$ cat src/sv/dwpi_pkg.sv
// ============================================================================
// dwpi_pkg
// Shared widths, reset values, register indexes and control types of the
// dual-wheel incremental PI drive block.
// ============================================================================
package dwpi_pkg;

  localparam int TGT_W     = 11;
  localparam int CNT_W     = 15;
  localparam int GAIN_W    = 16;
  localparam int DMAX_W    = 10;
  localparam int DMIN_W    = 11;
  localparam int HOLD_W    = 8;
  localparam int RAMP_W    = 8;
  localparam int FWD_W     = 10;
  localparam int REV_W     = 11;
  localparam int ACC_W     = 11;
  localparam int ERR_W     = 17;
  localparam int DIFF_W    = 18;
  localparam int INC_W     = 28;

  // Ramp scaling is a multiply by a pre-scaled reciprocal. The scaled
  // product |acc| * ramp stays below 2^18, so a 26-bit shift is exact.
  localparam int SCALE_SHIFT = 26;
  localparam int RSCALE_W    = 27;

  localparam int CFG_W     = 16;
  localparam int CFG_IDX_W = 3;

  localparam logic [CFG_IDX_W-1:0] CFG_GAIN_P    = 3'd0;
  localparam logic [CFG_IDX_W-1:0] CFG_GAIN_I    = 3'd1;
  localparam logic [CFG_IDX_W-1:0] CFG_DRIVE_MAX = 3'd2;
  localparam logic [CFG_IDX_W-1:0] CFG_DRIVE_MIN = 3'd3;
  localparam logic [CFG_IDX_W-1:0] CFG_STOP_HOLD = 3'd4;

  localparam logic [GAIN_W-1:0]        GAIN_P_RST    = 16'd973;
  localparam logic [GAIN_W-1:0]        GAIN_I_RST    = 16'd3200;
  localparam logic [DMAX_W-1:0]        DRIVE_MAX_RST = 10'd990;
  localparam logic signed [DMIN_W-1:0] DRIVE_MIN_RST = -11'sd200;
  localparam logic [HOLD_W-1:0]        STOP_HOLD_RST = 8'd100;

  // Load strobes that move a word through the lane pipelines.
  typedef struct packed {
    logic accept;  // word taken from the input channel
    logic ld_b;    // product stage loads
    logic ld_c;    // increment stage loads
    logic upd;     // a real word enters the output stage
  } pipe_ctl_t;

endpackage

$ cat src/sv/dwpi_stop.sv
// ============================================================================
// dwpi_stop
// Counts requested stop ticks and sets the stop latch after the hold count.
// ============================================================================
module dwpi_stop
  import dwpi_pkg::*;
(
  input  logic              clk,
  input  logic              rst_n,
  input  logic              accept,
  input  logic              req,
  input  logic [HOLD_W-1:0] stop_hold,
  output logic              item_latched
);

  logic [HOLD_W-1:0] ticks_r;
  logic [HOLD_W-1:0] ticks_nxt;
  logic              lat_r;
  logic              lat_nxt;

  always_comb begin
    ticks_nxt = ticks_r;
    lat_nxt   = lat_r;
    if (!lat_r && req) begin
      ticks_nxt = ticks_r + 8'd1;
      lat_nxt   = (ticks_nxt >= stop_hold);
    end
  end

  assign item_latched = lat_nxt;

  always_ff @(posedge clk) begin
    if (!rst_n) begin
      ticks_r <= '0;
      lat_r   <= 1'b0;
    end else if (accept) begin
      ticks_r <= ticks_nxt;
      lat_r   <= lat_nxt;
    end
  end

  // The latch clears only on reset.
  a_latch_holds: assert property (@(posedge clk) disable iff (!rst_n)
    lat_r |=> lat_r)
    else $error("stop latch cleared without reset");

  // Once latched, the tick counter no longer moves.
  a_ticks_frozen: assert property (@(posedge clk) disable iff (!rst_n)
    lat_r |=> $stable(ticks_r))
    else $error("stop tick counter moved after latch");

endmodule

$ cat config.mk
export PLATFORM = sky130hd
export DESIGN_NAME = dwpi_stop
export DESIGN_NICKNAME = d
export VERILOG_FILES = /design/src/sv/dwpi_pkg.sv /design/src/sv/dwpi_stop.sv
export SDC_FILE = /design/constraint.sdc
export NUM_CORES = 1
export LEC_CHECK = 0
export ABC_AREA = 0
export ABC_CLOCK_PERIOD_IN_PS = 5400
export BUFFER_PORTS_ARGS = -buffer_cell sky130_fd_sc_hd__buf_2
export CAP_MARGIN = 10
export CORE_AREA = 5 5 42 44
export DETAILED_ROUTE_END_ITERATION = 8
export DIE_AREA = 0 0 47 49
export PLACE_DENSITY = 0.82
export REMOVE_ABC_BUFFERS = 1
export SKIP_CTS_REPAIR_TIMING = 1
export SYNTH_ARGS = -nofsm -noshare
export SYNTH_HDL_FRONTEND = slang
export SYNTH_SLANG_ARGS = --single-unit
export TNS_END_PERCENT = 20
$ cat constraint.sdc
create_clock -name clk -period 5.4 [get_ports clk]
set_clock_uncertainty 0.05 [all_clocks]
set_input_delay 1.08 -clock clk [delete_from_list [all_inputs] [get_ports clk]]
set_output_delay 1.08 -clock clk [all_outputs]
set_load 0.01 [all_outputs]
=== Word level (Yosys, flattened, before mapping) ===
Cells that the tools add are included.

* Logic and storage cells: 8
* Register bits after elaboration: 9

* $add $sub $neg: 1
* Reductions and logical operators: 3
* $lt $le $gt $ge: 1
* Muxes and demuxes: 1

{| class="wikitable"
|+ Operators by type and width
! cell !! count
|-
| $add 8x1->8 const B || 1
|-
| $ge 8x8->1 || 1
|-
| $reduce_and 2->1 || 1
|-
| $logic_and 1x1->1 || 1
|-
| $logic_not 1->1 || 1
|-
| $mux 1 || 1
|}

=== Depth between registers and ports, before layout ===
* Word-level depth: 3
* Gate-level depth with buffers: 9
* Gate-level depth less buffers: 9

=== Least setup slack after synthesis ===
No wires, ideal clock.

* Path type: input to output
* Start: input port stop_hold[6]
* End: output port item_latched
* Path slack: 2066 ps
* Buffers on the path: 0
* Required time: 4270 ps
* Cell stages on the path: 6
* Arrival: 2204 ps
* Path through: inv_1 ha_1 a21o_1 a2111oi_0 o31a_1 nor2_1

* Cells in the longest elaborated chain, start to end: 2

{| class="wikitable"
|+ Ends and longest elaborated chain
! element !! line !! source
|-
| from (decl) || dwpi_stop.sv:12 || <nowiki>input logic [HOLD_W-1:0] stop_hold,</nowiki>
|-
| $ge 8x8->1 || dwpi_stop.sv:26 || <nowiki>lat_nxt = (ticks_nxt >= stop_hold);</nowiki>
|-
| $mux 1 || dwpi_stop.sv:24 || <nowiki>if (!lat_r && req) begin</nowiki>
|-
| to (decl) || dwpi_stop.sv:13 || <nowiki>output logic item_latched</nowiki>
|}

Every way passes these cells.

=== Final worst setup path ===
* Start: register ticks_r[0]
* End: output port item_latched

* Cells in the longest elaborated chain, start to end: 3

{| class="wikitable"
|+ Ends and longest elaborated chain
! element !! line !! source
|-
| from (decl) || dwpi_stop.sv:16 || <nowiki>logic [HOLD_W-1:0] ticks_r;</nowiki>
|-
| from (signal assigned) || dwpi_stop.sv:37 || <nowiki>ticks_r <= ticks_nxt;</nowiki>
|-
| $add 8x1->8 || dwpi_stop.sv:25 || <nowiki>ticks_nxt = ticks_r + 8'd1;</nowiki>
|-
| $ge 8x8->1 || dwpi_stop.sv:26 ||
|-
| $mux 1 || dwpi_stop.sv:24 ||
|}

Every way passes these cells.

==> flow_metrics.py <==
metrics = {
    "status": {
        "status": "finished, final reports clean",
    },
    "die": {
        "design.die.area_sq_um": 2300,
        "die_h_um": 49,
        "io_pins": 13,
        "core_sq_um": 1400,
        "start_util": 0.499,
        "rows": 14,
        "fp.dieW_um": 47,
    },
    "setup_path": {
        "r2r_cells": 9,
        "worst-path-buf-inv": 1,
        "r2r-start": "ticks_r[0]",
        "cpLargestDelayFamily": "compound AO/OA/AOI/OAI gates",
        "rrSetupSlack_ns": 2.92,
        "cp-start-kind": "flip-flop",
        "worstPathMaxFanout": 5,
        "end_kind": "output port",
        "crit_path_cell_trace": "ha_1, nand3_2, nor2_1, xor2_1, ha_1, a21o_1, a2111oi_0, o31a_1, nor2_1, buf_2",
        "critical_path_cell_count": 10,
        "crit_path_end": "item_latched",
        "cp-startpoint": "ticks_r[0]",
        "critical_path.max_stage_delay_ns": 0.42,
        "worstReg2RegEnd": "lat_r",
        "cpMaxStageDelayCell": "dfxtp_1",
        "cp.required_ns": 4.27,
        "crit_type": "flip-flop to output port",
        "worstPathArrival_ns": 2.69,
    },
    "global_routing": {
        "overflow": 0,
        "grt_start_max_net_pins": 10,
        "antenna_found_initial": 0,
        "grt_pass1_vias": 580,
        "grt_pass1_wl_mm": 2.37,
        "track_usage": 0.141,
    },
    "final_layout": {
        "drive_gt1_frac": 0.223,
        "instances_no_fill": 110,
        "postLayoutCellArea_sq_um": 806,
        "syn2layout_area_growth_pct": 15.2,
        "antenna_cells": 0,
        "finalNetCount": 116,
    },
    "clocking": {
        "cts_tree": "done",
        "htree_levels": 1,
        "root_buffer": "clkbuf_4",
        "clk_latency_ns": 0.26,
        "clk_pin_slew_ns": 0.06,
        "clockBufferDepth": 2,
        "cts.sinks": 9,
        "cts_buffers": 3,
    },
    "detailed_routing": {
        "avgRoutedWirePerCell_um": 12.4,
        "avgViaCountPerCell": 5.36,
        "antenna_left": 0,
        "drt_pass1_iterations": 4,
        "vias": 590,
        "routed_wl_mm": 1.36,
        "first_iter_violations": 12,
        "drc": 0,
    },
    "timing": {
        "hold_violations": 0,
        "max_freq_ghz": 0.262,
        "slew_headroom": 0.668,
        "rsz0062_at_grt": "false",
        "tightestPinTransition_ns": 0.485,
        "setup_violations": 0,
        "tns_ns": 0,
        "min_period_ns": 3.82,
        "min_period_over_period": 0.708,
        "slew_viol_final": 0,
    },
    "logic_synthesis": {
        "netlist_instances": 78,
        "synth-seq-cells": 9,
        "synth-edff-count": 0,
        "synth_area_per_cell_sq_um": 8.97,
        "yosysTopAreaCell": "dfxtp_1",
        "synth.area.top_cells": "dfxtp_1, ha_1, xor2_1",
        "synth_top_area_share": 0.258,
        "synth-seq-area-share": 0.258,
        "yosys_warnings": 0,
        "syn-cell-area_sq_um": 699,
        "synth_cell_types": 26,
        "synth-async-reset-ratio": 0,
        "synth_flop_cell": "dfxtp_1",
        "yosys-top-cells-count": "dfxtp_1, ha_1, inv_1, xor2_1, nor2_1",
    },
    "pwr": {
        "power.density_nw_per_um2": 172,
        "ir_drop_mv": 0.103,
        "p_leak_nw": 0.424,
    },
    "placement": {
        "dpl.hpwl_mm": 1.09,
        "io_buffers": 12,
        "placed_area_sq_um": 779,
        "place.gp.congestion": 0.768,
        "place_inst": 106,
    },
    "min_path": {
        "min_from": "ticks_r[1]",
        "hp-class": "flip-flop to flip-flop",
    },
    "flow_run": {
        "cap_violations": 0,
    },
}
how the worst min path moves through the flow:
| stage | slack, ns | endpoint | cells past startpoint |
|---|---|---|---|
| 3_3_place_gp | 0.44 | ticks_r[1] | 2 |
| 6_report | 0.46 | ticks_r[1] | 2 |
| 2_1_floorplan | 0.43 | ticks_r[1] | 2 |
| 3_5_place_dp | 0.44 | ticks_r[1] | 2 |
| 4_1_cts | 0.47 | ticks_r[1] | 2 |
| 5_1_grt | 0.52 | ticks_r[1] | 2 |
area by class of cell:
type | instances | area [sq um]
clock buffers | 4 | 26.3
fillers | 131 | 596
inverters | 8 | 30.0
multi-input cells | 61 | 489
flip-flops and latches | 9 | 180
well taps | 16 | 20.0
repair buffers | 12 | 60.1
flip-flops by register name, summed over array words and instances, names as in the netlist:
register	count
ticks_r	8
lat_r	1
stage by stage:
step,hold slack (ns),total power [mW],setup slack [ns],utilization
after floorplan,0.426,0.0806,2.07,-
after global placement,0.441,0.0878,1.81,0.556
after detailed placement,0.444,0.0892,1.74,0.556
after CTS,0.469,0.141,1.56,0.575
after global routing,0.521,0.150,1.38,0.575
final,0.465,0.139,1.58,0.575
layout by cell type (no fill, tap or decap):
cell	synthesis	layout
and3b_1	1	1
xor2_1	7	7
xnor2_1	4	4
a21boi_1	3	3
nand3_2	1	1
clkbuf_1	0	1
nand3b_4	1	1
a21o_1	1	1
or3_1	2	2
ha_1	9	9
nand2_1	4	4
nor3_2	3	3
dfxtp_1	9	9
a21oi_1	1	1
nand3_1	2	2
nor3b_1	1	1
nand2b_1	1	1
nor2_1	6	6
and2_1	5	5
a2111oi_0	2	2
o21a_1	1	1
clkbuf_4	0	3
buf_2	0	12
o31a_1	1	1
nand4_1	1	1
nand4_2	1	1
o21ai_1	2	2
and4_1	1	1
inv_1	8	8
tightest hold or removal path, delay by kind of cell, from the launching register on:
kind / cells / cell delay (ns)
flip-flops: 1 / 0.34
AND/OR/NAND/NOR: 1 / 0.07
AO/OA/AOI/OAI: 1 / 0.06
routing by layer:
metal,vias up,share of wire,global-route usage
met5,-,0,0
met4,0,0.011,0.0507
met3,2,0.054,0.0480
met2,16,0.48,0.215
met1,269,0.45,0.179
li1,303,-,-
where the power goes:
part	switching (mW)	internal (mW)	total, mW
combinational	0.00950	0.00929	0.0188
sequential	0.00140	0.0674	0.0688
clock	0.0229	0.0284	0.0514
total	0.0338	0.105	0.139
cells by family (layout without fill, tap and decap cells):
logic type,Yosys count,count (layout),synth area share
simple gates,30,30,0.288
compound gates,11,11,0.113
xor+xnor,11,11,0.138
fa+ha+maj,9,9,0.161
flops,9,9,0.258
buf+inv,8,24,0.0429
Power figures use the tool's default switching activity.
