$ cat src/sv/dwpi_pkg.sv
// ============================================================================
// dwpi_pkg
// Shared widths, reset values, register indexes and control types of the
// dual-wheel incremental PI drive block.
// ============================================================================
package dwpi_pkg;

  localparam int TGT_W     = 11;
  localparam int CNT_W     = 15;
  localparam int GAIN_W    = 16;
  localparam int DMAX_W    = 10;
  localparam int DMIN_W    = 11;
  localparam int HOLD_W    = 8;
  localparam int RAMP_W    = 8;
  localparam int FWD_W     = 10;
  localparam int REV_W     = 11;
  localparam int ACC_W     = 11;
  localparam int ERR_W     = 17;
  localparam int DIFF_W    = 18;
  localparam int INC_W     = 28;

  // Ramp scaling is a multiply by a pre-scaled reciprocal. The scaled
  // product |acc| * ramp stays below 2^18, so a 26-bit shift is exact.
  localparam int SCALE_SHIFT = 26;
  localparam int RSCALE_W    = 27;

  localparam int CFG_W     = 16;
  localparam int CFG_IDX_W = 3;

  localparam logic [CFG_IDX_W-1:0] CFG_GAIN_P    = 3'd0;
  localparam logic [CFG_IDX_W-1:0] CFG_GAIN_I    = 3'd1;
  localparam logic [CFG_IDX_W-1:0] CFG_DRIVE_MAX = 3'd2;
  localparam logic [CFG_IDX_W-1:0] CFG_DRIVE_MIN = 3'd3;
  localparam logic [CFG_IDX_W-1:0] CFG_STOP_HOLD = 3'd4;

  localparam logic [GAIN_W-1:0]        GAIN_P_RST    = 16'd973;
  localparam logic [GAIN_W-1:0]        GAIN_I_RST    = 16'd3200;
  localparam logic [DMAX_W-1:0]        DRIVE_MAX_RST = 10'd990;
  localparam logic signed [DMIN_W-1:0] DRIVE_MIN_RST = -11'sd200;
  localparam logic [HOLD_W-1:0]        STOP_HOLD_RST = 8'd100;

  // Load strobes that move a word through the lane pipelines.
  typedef struct packed {
    logic accept;  // word taken from the input channel
    logic ld_b;    // product stage loads
    logic ld_c;    // increment stage loads
    logic upd;     // a real word enters the output stage
  } pipe_ctl_t;

endpackage

$ cat src/sv/dwpi_lane.sv
// ============================================================================
// dwpi_lane
// One drive: error, incremental PI increment, clamped and ramped accumulator.
// ============================================================================
module dwpi_lane
  import dwpi_pkg::*;
(
  input  logic                     clk,
  input  logic                     rst_n,
  input  pipe_ctl_t                ctl,
  input  logic signed [TGT_W-1:0]  target,
  input  logic [CNT_W-1:0]         count,
  input  logic                     count_pos,
  input  logic [GAIN_W-1:0]        gain_p,
  input  logic [GAIN_W-1:0]        gain_i,
  input  logic [DMAX_W-1:0]        drive_max,
  input  logic signed [DMIN_W-1:0] drive_min,
  input  logic [RSCALE_W-1:0]      rscale,
  input  logic                     scale_en,
  output logic [FWD_W-1:0]         fwd_duty,
  output logic [REV_W-1:0]         rev_duty
);

  localparam int SUM_W = 36;
  localparam int T_W   = 29;
  localparam int SP_W  = ACC_W + RSCALE_W;

  logic signed [ERR_W-1:0]  count_s;
  logic signed [ERR_W-1:0]  err;
  logic signed [DIFF_W-1:0] diff;
  logic signed [ERR_W-1:0]  prev_err_r;
  logic signed [ERR_W-1:0]  err_a_r;
  logic signed [DIFF_W-1:0] diff_a_r;
  logic signed [34:0]       prod_p_r;
  logic signed [33:0]       prod_i_r;
  logic signed [SUM_W-1:0]  sum;
  logic signed [SUM_W-1:0]  sum_b;
  logic signed [INC_W-1:0]  inc_r;
  logic signed [ACC_W-1:0]  acc_r;
  logic signed [ACC_W-1:0]  acc_nxt;
  logic signed [T_W-1:0]    t_sum;
  logic signed [T_W-1:0]    t_lo;
  logic signed [T_W-1:0]    t_hi;
  logic signed [T_W-1:0]    t_clamp;
  logic signed [ACC_W-1:0]  clamped;
  logic [ACC_W-1:0]         mag;
  logic [SP_W-1:0]          scl_prod;
  logic [ACC_W-1:0]         quo;
  logic signed [ACC_W-1:0]  scaled;

  // Input stage: signed count, error and error difference.
  always_comb begin
    count_s = count_pos ? $signed({2'b00, count}) : -$signed({2'b00, count});
    err     = $signed({{(ERR_W-TGT_W){target[TGT_W-1]}}, target}) - count_s;
    diff    = $signed({err[ERR_W-1], err}) - $signed({prev_err_r[ERR_W-1], prev_err_r});
  end

  always_ff @(posedge clk) begin
    if (!rst_n) begin
      prev_err_r <= '0;
    end else if (ctl.accept) begin
      prev_err_r <= err;
    end
  end

  always_ff @(posedge clk) begin
    if (ctl.accept) begin
      err_a_r  <= err;
      diff_a_r <= diff;
    end
    if (ctl.ld_b) begin
      prod_p_r <= $signed({1'b0, gain_p}) * diff_a_r;
      prod_i_r <= $signed({1'b0, gain_i}) * err_a_r;
    end
    if (ctl.ld_c) begin
      inc_r <= sum_b[SUM_W-1:8];
    end
  end

  // Sum of both terms, divided by 256 with truncation toward zero.
  always_comb begin
    sum   = $signed({prod_p_r[34], prod_p_r}) + $signed({{2{prod_i_r[33]}}, prod_i_r});
    sum_b = sum + (sum[SUM_W-1] ? 36'sd255 : 36'sd0);
  end

  // Accumulator loop: add, clamp low then high, optional ramp scaling.
  always_comb begin
    t_sum = $signed({{(T_W-ACC_W){acc_r[ACC_W-1]}}, acc_r})
          + $signed({inc_r[INC_W-1], inc_r});
    t_lo  = $signed({{(T_W-DMIN_W){drive_min[DMIN_W-1]}}, drive_min});
    t_hi  = $signed({{(T_W-DMAX_W){1'b0}}, drive_max});
    t_clamp = t_sum;
    if (t_clamp < t_lo) begin
      t_clamp = t_lo;
    end
    if (t_clamp > t_hi) begin
      t_clamp = t_hi;
    end
    clamped  = t_clamp[ACC_W-1:0];
    mag      = clamped[ACC_W-1] ? (~clamped + 11'd1) : clamped;
    scl_prod = {{RSCALE_W{1'b0}}, mag} * {{ACC_W{1'b0}}, rscale};
    quo      = scl_prod[SCALE_SHIFT+ACC_W-1:SCALE_SHIFT];
    scaled   = clamped[ACC_W-1] ? $signed(~quo + 11'd1) : $signed(quo);
    acc_nxt  = scale_en ? scaled : clamped;
    fwd_duty = acc_nxt[ACC_W-1] ? '0 : acc_nxt[FWD_W-1:0];
    rev_duty = acc_nxt[ACC_W-1] ? (~acc_nxt + 11'd1) : '0;
  end

  always_ff @(posedge clk) begin
    if (!rst_n) begin
      acc_r <= '0;
    end else if (ctl.upd) begin
      acc_r <= acc_nxt;
    end
  end

endmodule

$ cat config.mk
export PLATFORM = sky130hd
export DESIGN_NAME = dwpi_lane
export DESIGN_NICKNAME = d
export VERILOG_FILES = /design/src/sv/dwpi_pkg.sv /design/src/sv/dwpi_lane.sv
export SDC_FILE = /design/constraint.sdc
export NUM_CORES = 2
export LEC_CHECK = 0
export ABC_AREA = 1
export BUFFER_PORTS_ARGS = -buffer_cell sky130_fd_sc_hd__buf_2
export CORE_MARGIN = 2
export CORE_UTILIZATION = 65
export CTS_BUF_LIST = sky130_fd_sc_hd__clkbuf_16
export DETAILED_ROUTE_END_ITERATION = 10
export PLACE_DENSITY = 0.82
export SLEW_MARGIN = 20
export SYNTH_ARGS = -nofsm -noshare
export SYNTH_HDL_FRONTEND = slang
export SYNTH_SLANG_ARGS = --single-unit
$ cat constraint.sdc
create_clock -name clk -period 17.6 [get_ports clk]
set_input_delay 2.64 -clock clk [delete_from_list [all_inputs] [get_ports clk]]
set_output_delay 2.64 -clock clk [all_outputs]
set_load 0.005 [all_outputs]
======== After elaboration in Yosys (flattened, before gate mapping) ========
Index checks and enable logic that the tools add are counted.
storage, ports and cells
  bits of input ports ..................... 114
  register bits ........................... 160
cells by class
  muxes and demuxes ....................... 9
  bitwise logic cells ..................... 3
  multipliers ............................. 3
  order comparisons ....................... 2
  add/sub/neg operators ................... 9
operators with widths
  operator                                                          count
  11-bit two-way mux                                                5
  11-bit by 27-bit multiplier with 37-bit output                    1
  35-bit by 34-bit adder with 36-bit output                         1
  36-bit by 9-bit adder with 36-bit output                          1
  17-bit by 18-bit multiplier with 35-bit output                    1
  17-bit by 17-bit multiplier with 34-bit output                    1
  11-bit by 1-bit adder with 11-bit output (second input constant)  3
  11-bit NOT                                                        3
  11-bit by 28-bit adder with 29-bit output                         1
  29-bit by 11-bit greater-than comparator with 1-bit output        1
  29-bit by 11-bit less-than comparator with 1-bit output           1
  29-bit two-way mux                                                1
  17-bit by 17-bit subtractor with 18-bit output                    1
  17-bit two-way mux                                                1
  15-bit negator with 17-bit output                                 1
  11-bit by 17-bit subtractor with 17-bit output                    1
  10-bit two-way mux                                                1
  8-bit two-way mux                                                 1

======== Depth between registers and ports, before layout ========
  word-level depth ........................ 16
  depth in mapped cells ................... 88

======== Worst setup path before layout ========
No wires, ideal clock.
  path type ............................... input port to output port
  start ................................... input port drive_min[10]
  end ..................................... output port rev_duty[10]
  arrival time ............................ 13,005 ps
  buffers on the path ..................... 5
  slack ................................... 1,955 ps
  stages .................................. 64
  cell sequence ........................... inv_1 > ha_1 > nand2_1 > nor2_2 > nor3b_2 > a21oi_2 > nand3_2 > nand2_2 > buf_6 > buf_2 > clkbuf_1 > o21ai_0 > ha_1 > nand2_1 > inv_1 > nand4_1 > nor3_1 > nand3_1 > [... 28 more ...] > inv_1 > nor4_1 > nand2_1 > nand2_1 > nand2_1 > nand2_1 > inv_1 > ha_1 > or2_2 > nand3_1 > nand2_1 > inv_1 > ha_1 > and2_1 > nand3_1 > nor2_1 > nand3_1 > nor2_1
between the ends
  longest elaborated chain between the ends .. 15
RTL lines
  element                                                     line              text
  start, declared                                             dwpi_lane.sv:17   input logic signed [DMIN_W-1:0] drive_min,
  29-bit by 11-bit less-than comparator with 1-bit output     dwpi_lane.sv:93   if (t_clamp < t_lo) begin
  29-bit two-way mux *                                        dwpi_lane.sv:93
  29-bit by 11-bit greater-than comparator with 1-bit output  dwpi_lane.sv:96   if (t_clamp > t_hi) begin
  11-bit two-way mux *                                        dwpi_lane.sv:96
  11-bit NOT                                                  dwpi_lane.sv:100  mag = clamped[ACC_W-1] ? (~clamped + 11'd1) : clamped;
  11-bit by 1-bit adder with 11-bit output                    dwpi_lane.sv:100
  11-bit two-way mux                                          dwpi_lane.sv:100
  11-bit by 27-bit multiplier with 37-bit output              dwpi_lane.sv:101  scl_prod = {{RSCALE_W{1'b0}}, mag} * {{ACC_W{1'b0}}, rscale};
  11-bit NOT                                                  dwpi_lane.sv:103  scaled = clamped[ACC_W-1] ? $signed(~quo + 11'd1) : $signed(quo);
  11-bit by 1-bit adder with 11-bit output                    dwpi_lane.sv:103
  11-bit two-way mux                                          dwpi_lane.sv:103
  11-bit two-way mux *                                        dwpi_lane.sv:104  acc_nxt = scale_en ? scaled : clamped;
  11-bit NOT                                                  dwpi_lane.sv:106  rev_duty = acc_nxt[ACC_W-1] ? (~acc_nxt + 11'd1) : '0;
  11-bit by 1-bit adder with 11-bit output                    dwpi_lane.sv:106
  11-bit two-way mux *                                        dwpi_lane.sv:106
  end, declared                                               dwpi_lane.sv:21   output logic [REV_W-1:0] rev_duty
Mark *: on every way between the ends. The rest lies on a longest branch, timed or not.

======== Worst setup path in the final report ========
  start ................................... input port drive_min[10]
  end ..................................... output port rev_duty[8]
The elaborated chain is that of the path after synthesis.

==> flow_summary.html <==
<table>
<tr><th>Metric</th><th>Value</th></tr>
<tr><th colspan="2">Logic synthesis</th></tr>
<tr><td>Largest family of logic cells by synthesized area</td><td>adder cells</td></tr>
<tr><td>Post-synthesis instance area</td><td>0.0422 sq mm</td></tr>
<tr><td>Share of synthesized area occupied by flip-flops and latches</td><td>0.107</td></tr>
<tr><td>Flip-flop and latch count after synthesis</td><td>160</td></tr>
<tr><td>Share of synthesized area spent on multiplexers</td><td>0</td></tr>
<tr><td>Leading area contributor after synthesis</td><td>sky130_fd_sc_hd__fa_1</td></tr>
<tr><td>Mean instance size in the synthesized netlist</td><td>between 7 and 8 sq um</td></tr>
<tr><td>Post-synthesis cell count</td><td>approximately 5400</td></tr>
<tr><td>Leading register cell type out of synthesis</td><td>sky130_fd_sc_hd__edfxtp_1</td></tr>
<tr><td>Syn Nets</td><td>6713</td></tr>
<tr><td>Adder-cell share of the synthesized area</td><td>0.473</td></tr>
<tr><td>Cell types with the largest area share after synthesis</td><td>sky130_fd_sc_hd__fa_1, sky130_fd_sc_hd__inv_1, sky130_fd_sc_hd__ha_1, sky130_fd_sc_hd__nand2_1, sky130_fd_sc_hd__edfxtp_1</td></tr>
<tr><td>Number of different library cells in the post-synthesis netlist</td><td>53</td></tr>
<tr><td>Simple-gate share of the synthesized area</td><td>0.176</td></tr>
<tr><td>Post-synthesis compound-gate area fraction</td><td>0.0561</td></tr>
<tr><td>Count of flip-flops with a built-in enable after synthesis</td><td>132</td></tr>
<tr><td>Fraction of registers with async set/reset</td><td>0</td></tr>
<tr><td>Xor and xnor fraction of the mapped netlist area</td><td>0.0397</td></tr>
<tr><td>Warnings, synthesis</td><td>0</td></tr>
<tr><td>Portion of synthesized cell area occupied by the leading cell type</td><td>0.345</td></tr>
<tr><th colspan="2">STA</th></tr>
<tr><td>Slew at the pin closest to its max-slew limit</td><td>0.965 ns</td></tr>
<tr><td>Normalized max-slew margin</td><td>0.357</td></tr>
<tr><td>Hold violation count in the final report</td><td>0</td></tr>
<tr><td>Number of slew-limit violations in the final report</td><td>0</td></tr>
<tr><td>PnR worst setup slack</td><td>0.985 ns</td></tr>
<tr><td>Unrepaired setup endpoints after global routing</td><td>false</td></tr>
<tr><td>Aggregate negative setup slack</td><td>0 ns</td></tr>
<tr><td>Worst-case clock skew</td><td>0.0118 ns</td></tr>
<tr><td>Max Fclk</td><td>around 60 MHz</td></tr>
<tr><td>Final clock period utilization by the worst path</td><td>0.944</td></tr>
<tr><td>Final setup violation count</td><td>0</td></tr>
<tr><td>Time the worst path needs with I/O delays and setup</td><td>16.61 ns</td></tr>
<tr><th colspan="2">Critical path</th></tr>
<tr><td>Data required time at the worst endpoint</td><td>about 15 ns</td></tr>
<tr><td>Worst endpoint data arrival time</td><td>between 10 and 15 ns</td></tr>
<tr><td>Largest fanout on the critical path</td><td>31</td></tr>
<tr><td>Crit. End Element</td><td>output pin</td></tr>
<tr><td>Critical Path Most Common Cell</td><td>sky130_fd_sc_hd__nand2_1</td></tr>
<tr><td>Minimum setup slack among reg-to-reg paths</td><td>4.83 ns</td></tr>
<tr><td>WS Path Type</td><td>in2out</td></tr>
<tr><td>Worst stage delay on the critical path</td><td>0.54 ns</td></tr>
<tr><td>Family with the most delay on the worst path</td><td>simple AND/OR/NAND/NOR gates</td></tr>
<tr><td>Number of buffers and inverters on the critical path</td><td>13</td></tr>
<tr><td>Startpoint class of the critical path</td><td>input pin</td></tr>
<tr><td>Standard cell with the maximum stage delay on the critical path</td><td>sky130_fd_sc_hd__fa_1</td></tr>
<tr><th colspan="2">Placed design</th></tr>
<tr><td>Dpl ws</td><td>roughly 0.36 ns</td></tr>
<tr><td>HPWL after detailed placement</td><td>a little over 80000 um</td></tr>
<tr><td>Gp weighted congestion</td><td>between 0.9 and 1</td></tr>
<tr><td>Port bufs</td><td>134</td></tr>
<tr><th colspan="2">Drt</th></tr>
<tr><td>Post-Route WL</td><td>around 100000 um</td></tr>
<tr><td>Number of nets still failing antenna checks after routing</td><td>0</td></tr>
<tr><td>Residual DRC count</td><td>0</td></tr>
<tr><td>Detailed Routing Iterations Pass 1</td><td>5</td></tr>
<tr><td>Routed vias/inst</td><td>5.41</td></tr>
<tr><td>Detailed-route via count</td><td>34000</td></tr>
<tr><td>Drt first-iter violations</td><td>between 2000 and 2500</td></tr>
<tr><td>Average wire length per cell after detail routing</td><td>around 16 um</td></tr>
<tr><th colspan="2">Floorplanning</th></tr>
<tr><td>Overall die area</td><td>0.0670 sq mm</td></tr>
<tr><td># IOs</td><td>135</td></tr>
<tr><td>Std cell rows</td><td>93</td></tr>
<tr><td>Initial standard-cell utilization of the core</td><td>0.657</td></tr>
<tr><td>Core area</td><td>between 0.06 and 0.07 sq mm</td></tr>
<tr><td>Die W</td><td>259 um</td></tr>
<tr><td>Vert. Die Dim</td><td>between 200 and 300 um</td></tr>
<tr><th colspan="2">Status</th></tr>
<tr><td>Run status</td><td>finished, final reports clean</td></tr>
<tr><th colspan="2">Global route</th></tr>
<tr><td>Maximum number of pins on one net before global-route repair</td><td>70</td></tr>
<tr><td>Remaining global-route overflow</td><td>0</td></tr>
<tr><td>Vias in the first global route</td><td>36300</td></tr>
<tr><td>Number of antenna violations at the first check in global routing</td><td>6</td></tr>
<tr><td>Total track usage</td><td>0.314</td></tr>
<tr><td>Global-route wire length before repair</td><td>170000 um</td></tr>
<tr><th colspan="2">Hold path</th></tr>
<tr><td>Hold Crit Class</td><td>reg2reg</td></tr>
<tr><th colspan="2">Cells and area</th></tr>
<tr><td>Final net count</td><td>6696</td></tr>
<tr><td>Layout overhead on the synthesized area</td><td>4.29%</td></tr>
<tr><td>Ratio of cells with drive above 1 in the final layout</td><td>0.0466</td></tr>
<tr><th colspan="2">Clock network</th></tr>
<tr><td>Count of H-tree levels built during CTS</td><td>4</td></tr>
<tr><td>CTS clock-pin slew for the worst setup and hold paths</td><td>roughly 0.08 ns</td></tr>
<tr><td>CTS tree</td><td>built</td></tr>
<tr><td>Count of hold buffers inserted by post-cts repair</td><td>0</td></tr>
<tr><td>Insertion delay of the later-clocked pin in the worst-skew pair</td><td>0.46 ns</td></tr>
<tr><td>Inserted Clock Buffers</td><td>17</td></tr>
<tr><td>CTS sink cnt</td><td>between 150 and 200</td></tr>
<tr><td>CTS root buffer</td><td>sky130_fd_sc_hd__clkbuf_16</td></tr>
<tr><td>Maximum buffer depth of the clock tree</td><td>2</td></tr>
<tr><th colspan="2">Run</th></tr>
<tr><td># Max-Cap Violations</td><td>0</td></tr>
</table>
## synth_stat cells (3+ instances only)
master                     number
sky130_fd_sc_hd__dfxtp_1       28
sky130_fd_sc_hd__a21boi_0       5
sky130_fd_sc_hd__nor2_1       308
sky130_fd_sc_hd__clkbuf_1     160
sky130_fd_sc_hd__o21ai_1       12
sky130_fd_sc_hd__o21bai_1      24
sky130_fd_sc_hd__xor2_1       136
sky130_fd_sc_hd__nand3_1      119
sky130_fd_sc_hd__o311ai_0       3
sky130_fd_sc_hd__inv_2          7
sky130_fd_sc_hd__nor3_1        31
sky130_fd_sc_hd__a21o_1        12
sky130_fd_sc_hd__a21oi_1      216
sky130_fd_sc_hd__xnor2_1       52
sky130_fd_sc_hd__o21ai_0      100
sky130_fd_sc_hd__o211ai_1      12
sky130_fd_sc_hd__buf_6          3
sky130_fd_sc_hd__nand3b_1      11
sky130_fd_sc_hd__buf_1         21
sky130_fd_sc_hd__nor2_2         7
sky130_fd_sc_hd__nand3_2        5
sky130_fd_sc_hd__o21a_1         6
sky130_fd_sc_hd__or2_2         14
sky130_fd_sc_hd__a31oi_1       14
sky130_fd_sc_hd__nand2_1     1288
sky130_fd_sc_hd__ha_1         432
sky130_fd_sc_hd__nand2_2       14
sky130_fd_sc_hd__inv_1       1455
sky130_fd_sc_hd__buf_2          4
sky130_fd_sc_hd__nand2_4        3
sky130_fd_sc_hd__a211oi_1      10
sky130_fd_sc_hd__clkinv_1       9
sky130_fd_sc_hd__edfxtp_1     132
sky130_fd_sc_hd__nand4_1       25
sky130_fd_sc_hd__nor4_1         8
sky130_fd_sc_hd__fa_1         728
## cells by family (layout without fill, tap and decap cells)
| kind of cell | Yosys count | count (layout) |
|---|---|---|
| AND/OR/NAND/NOR | 1842 | 1842 |
| buffers and inverters | 1662 | 1658 |
| XOR/XNOR | 190 | 190 |
| adder cells (fa/ha/maj) | 1160 | 1160 |
| flip-flops | 160 | 160 |
| other | 0 | 2 |
| AO/OA/AOI/OAI | 425 | 425 |
## timing repair
item | in CTS | in global routing
resized for setup | 0 | 11
setup buffers | 0 | 3
endpoints found under the setup margin | 0 | 21
## through the flow
step | instances | hold WS [ns] | area [sq um] | util
6_report | 6292 | 0.478 | 44100 | 0.685
5_1_grt | 6290 | 0.510 | 44100 | 0.685
4_1_cts | 6285 | 0.479 | 44000 | 0.683
3_5_place_dp | 6253 | 0.465 | 43400 | 0.674
3_3_place_gp | 6253 | 0.463 | 43400 | 0.674
2_1_floorplan | 5439 | 0.445 | 42200 | -
## worst reg2reg max path, delay by kind of cell (launching register included)
family,cells,cell delay (ns)
simple gates,37,4.24
compound gates,13,2.27
buf+inv,11,1.38
flops,1,0.77
fa+ha+maj,10,4.03
## layer usage
| layer | vias up | share of wire | GRT usage |
|---|---|---|---|
| met3 | 273 | 0.062 | 0.0363 |
| met4 | 8 | 0.039 | 0.119 |
| met2 | 1191 | 0.51 | 0.572 |
| met5 | - | 0.00050 | 0 |
| met1 | 16500 | 0.39 | 0.381 |
| li1 | 16000 | - | - |
## worst paths after layout
path                  from             to  depth (start not counted)
max          drive_min[10]    rev_duty[8]                         67
min reg2reg  prev_err_r[2]  prev_err_r[2]                          2
max reg2reg      acc_r[10]       acc_r[9]                         71
min          prev_err_r[2]  prev_err_r[2]                          2
## layout make-up
class / instances / area, sq um
inverter: 1472 / 5540
fill: 5191 / 20300
tap: 855 / 1070
timing repair buffer: 152 / 806
antenna: 2 / 5.00
timing repair inverter: 2 / 15.0
clock inverter: 15 / 204
sequential: 160 / 4520
multi-input combinational: 3617 / 31500
clock buffer: 17 / 425
## cell usage in the layout (no fill, tap or decap), drive strengths merged
cell / n
nand3b: 11
fa: 728
clkinvlp: 4
nor3: 32
nor2: 315
a211oi: 10
diode: 2
o211ai: 12
a21oi: 218
a31o: 1
clkinv: 16
clkbuf: 17
xnor2: 52
o21a: 6
xor2: 138
and2: 2
inv: 1469
o31ai: 2
edfxtp: 132
ha: 432
nor4: 8
o311ai: 3
nand4: 25
o21bai: 24
a21o: 12
a21boi: 5
o221ai: 1
nor3b: 3
o21ai: 114
nand3: 125
a221oi: 1
dfxtp: 28
or2: 14
o221a: 1
buf: 152
a31oi: 14
a2111oi: 1
nand2: 1305
or4: 2
## state kept, by name, summed over array words and instances (netlist names)
| signal | cells |
|---|---|
| err_a_r | 17 |
| inc_r | 28 |
| prod_i_r | 34 |
| prev_err_r | 17 |
| prod_p_r | 35 |
| acc_r | 11 |
| diff_a_r | 18 |
Power is left out: the tool's default activity adds up to more than one toggle a clock period on the data nets, which glitch-free logic cannot reach.
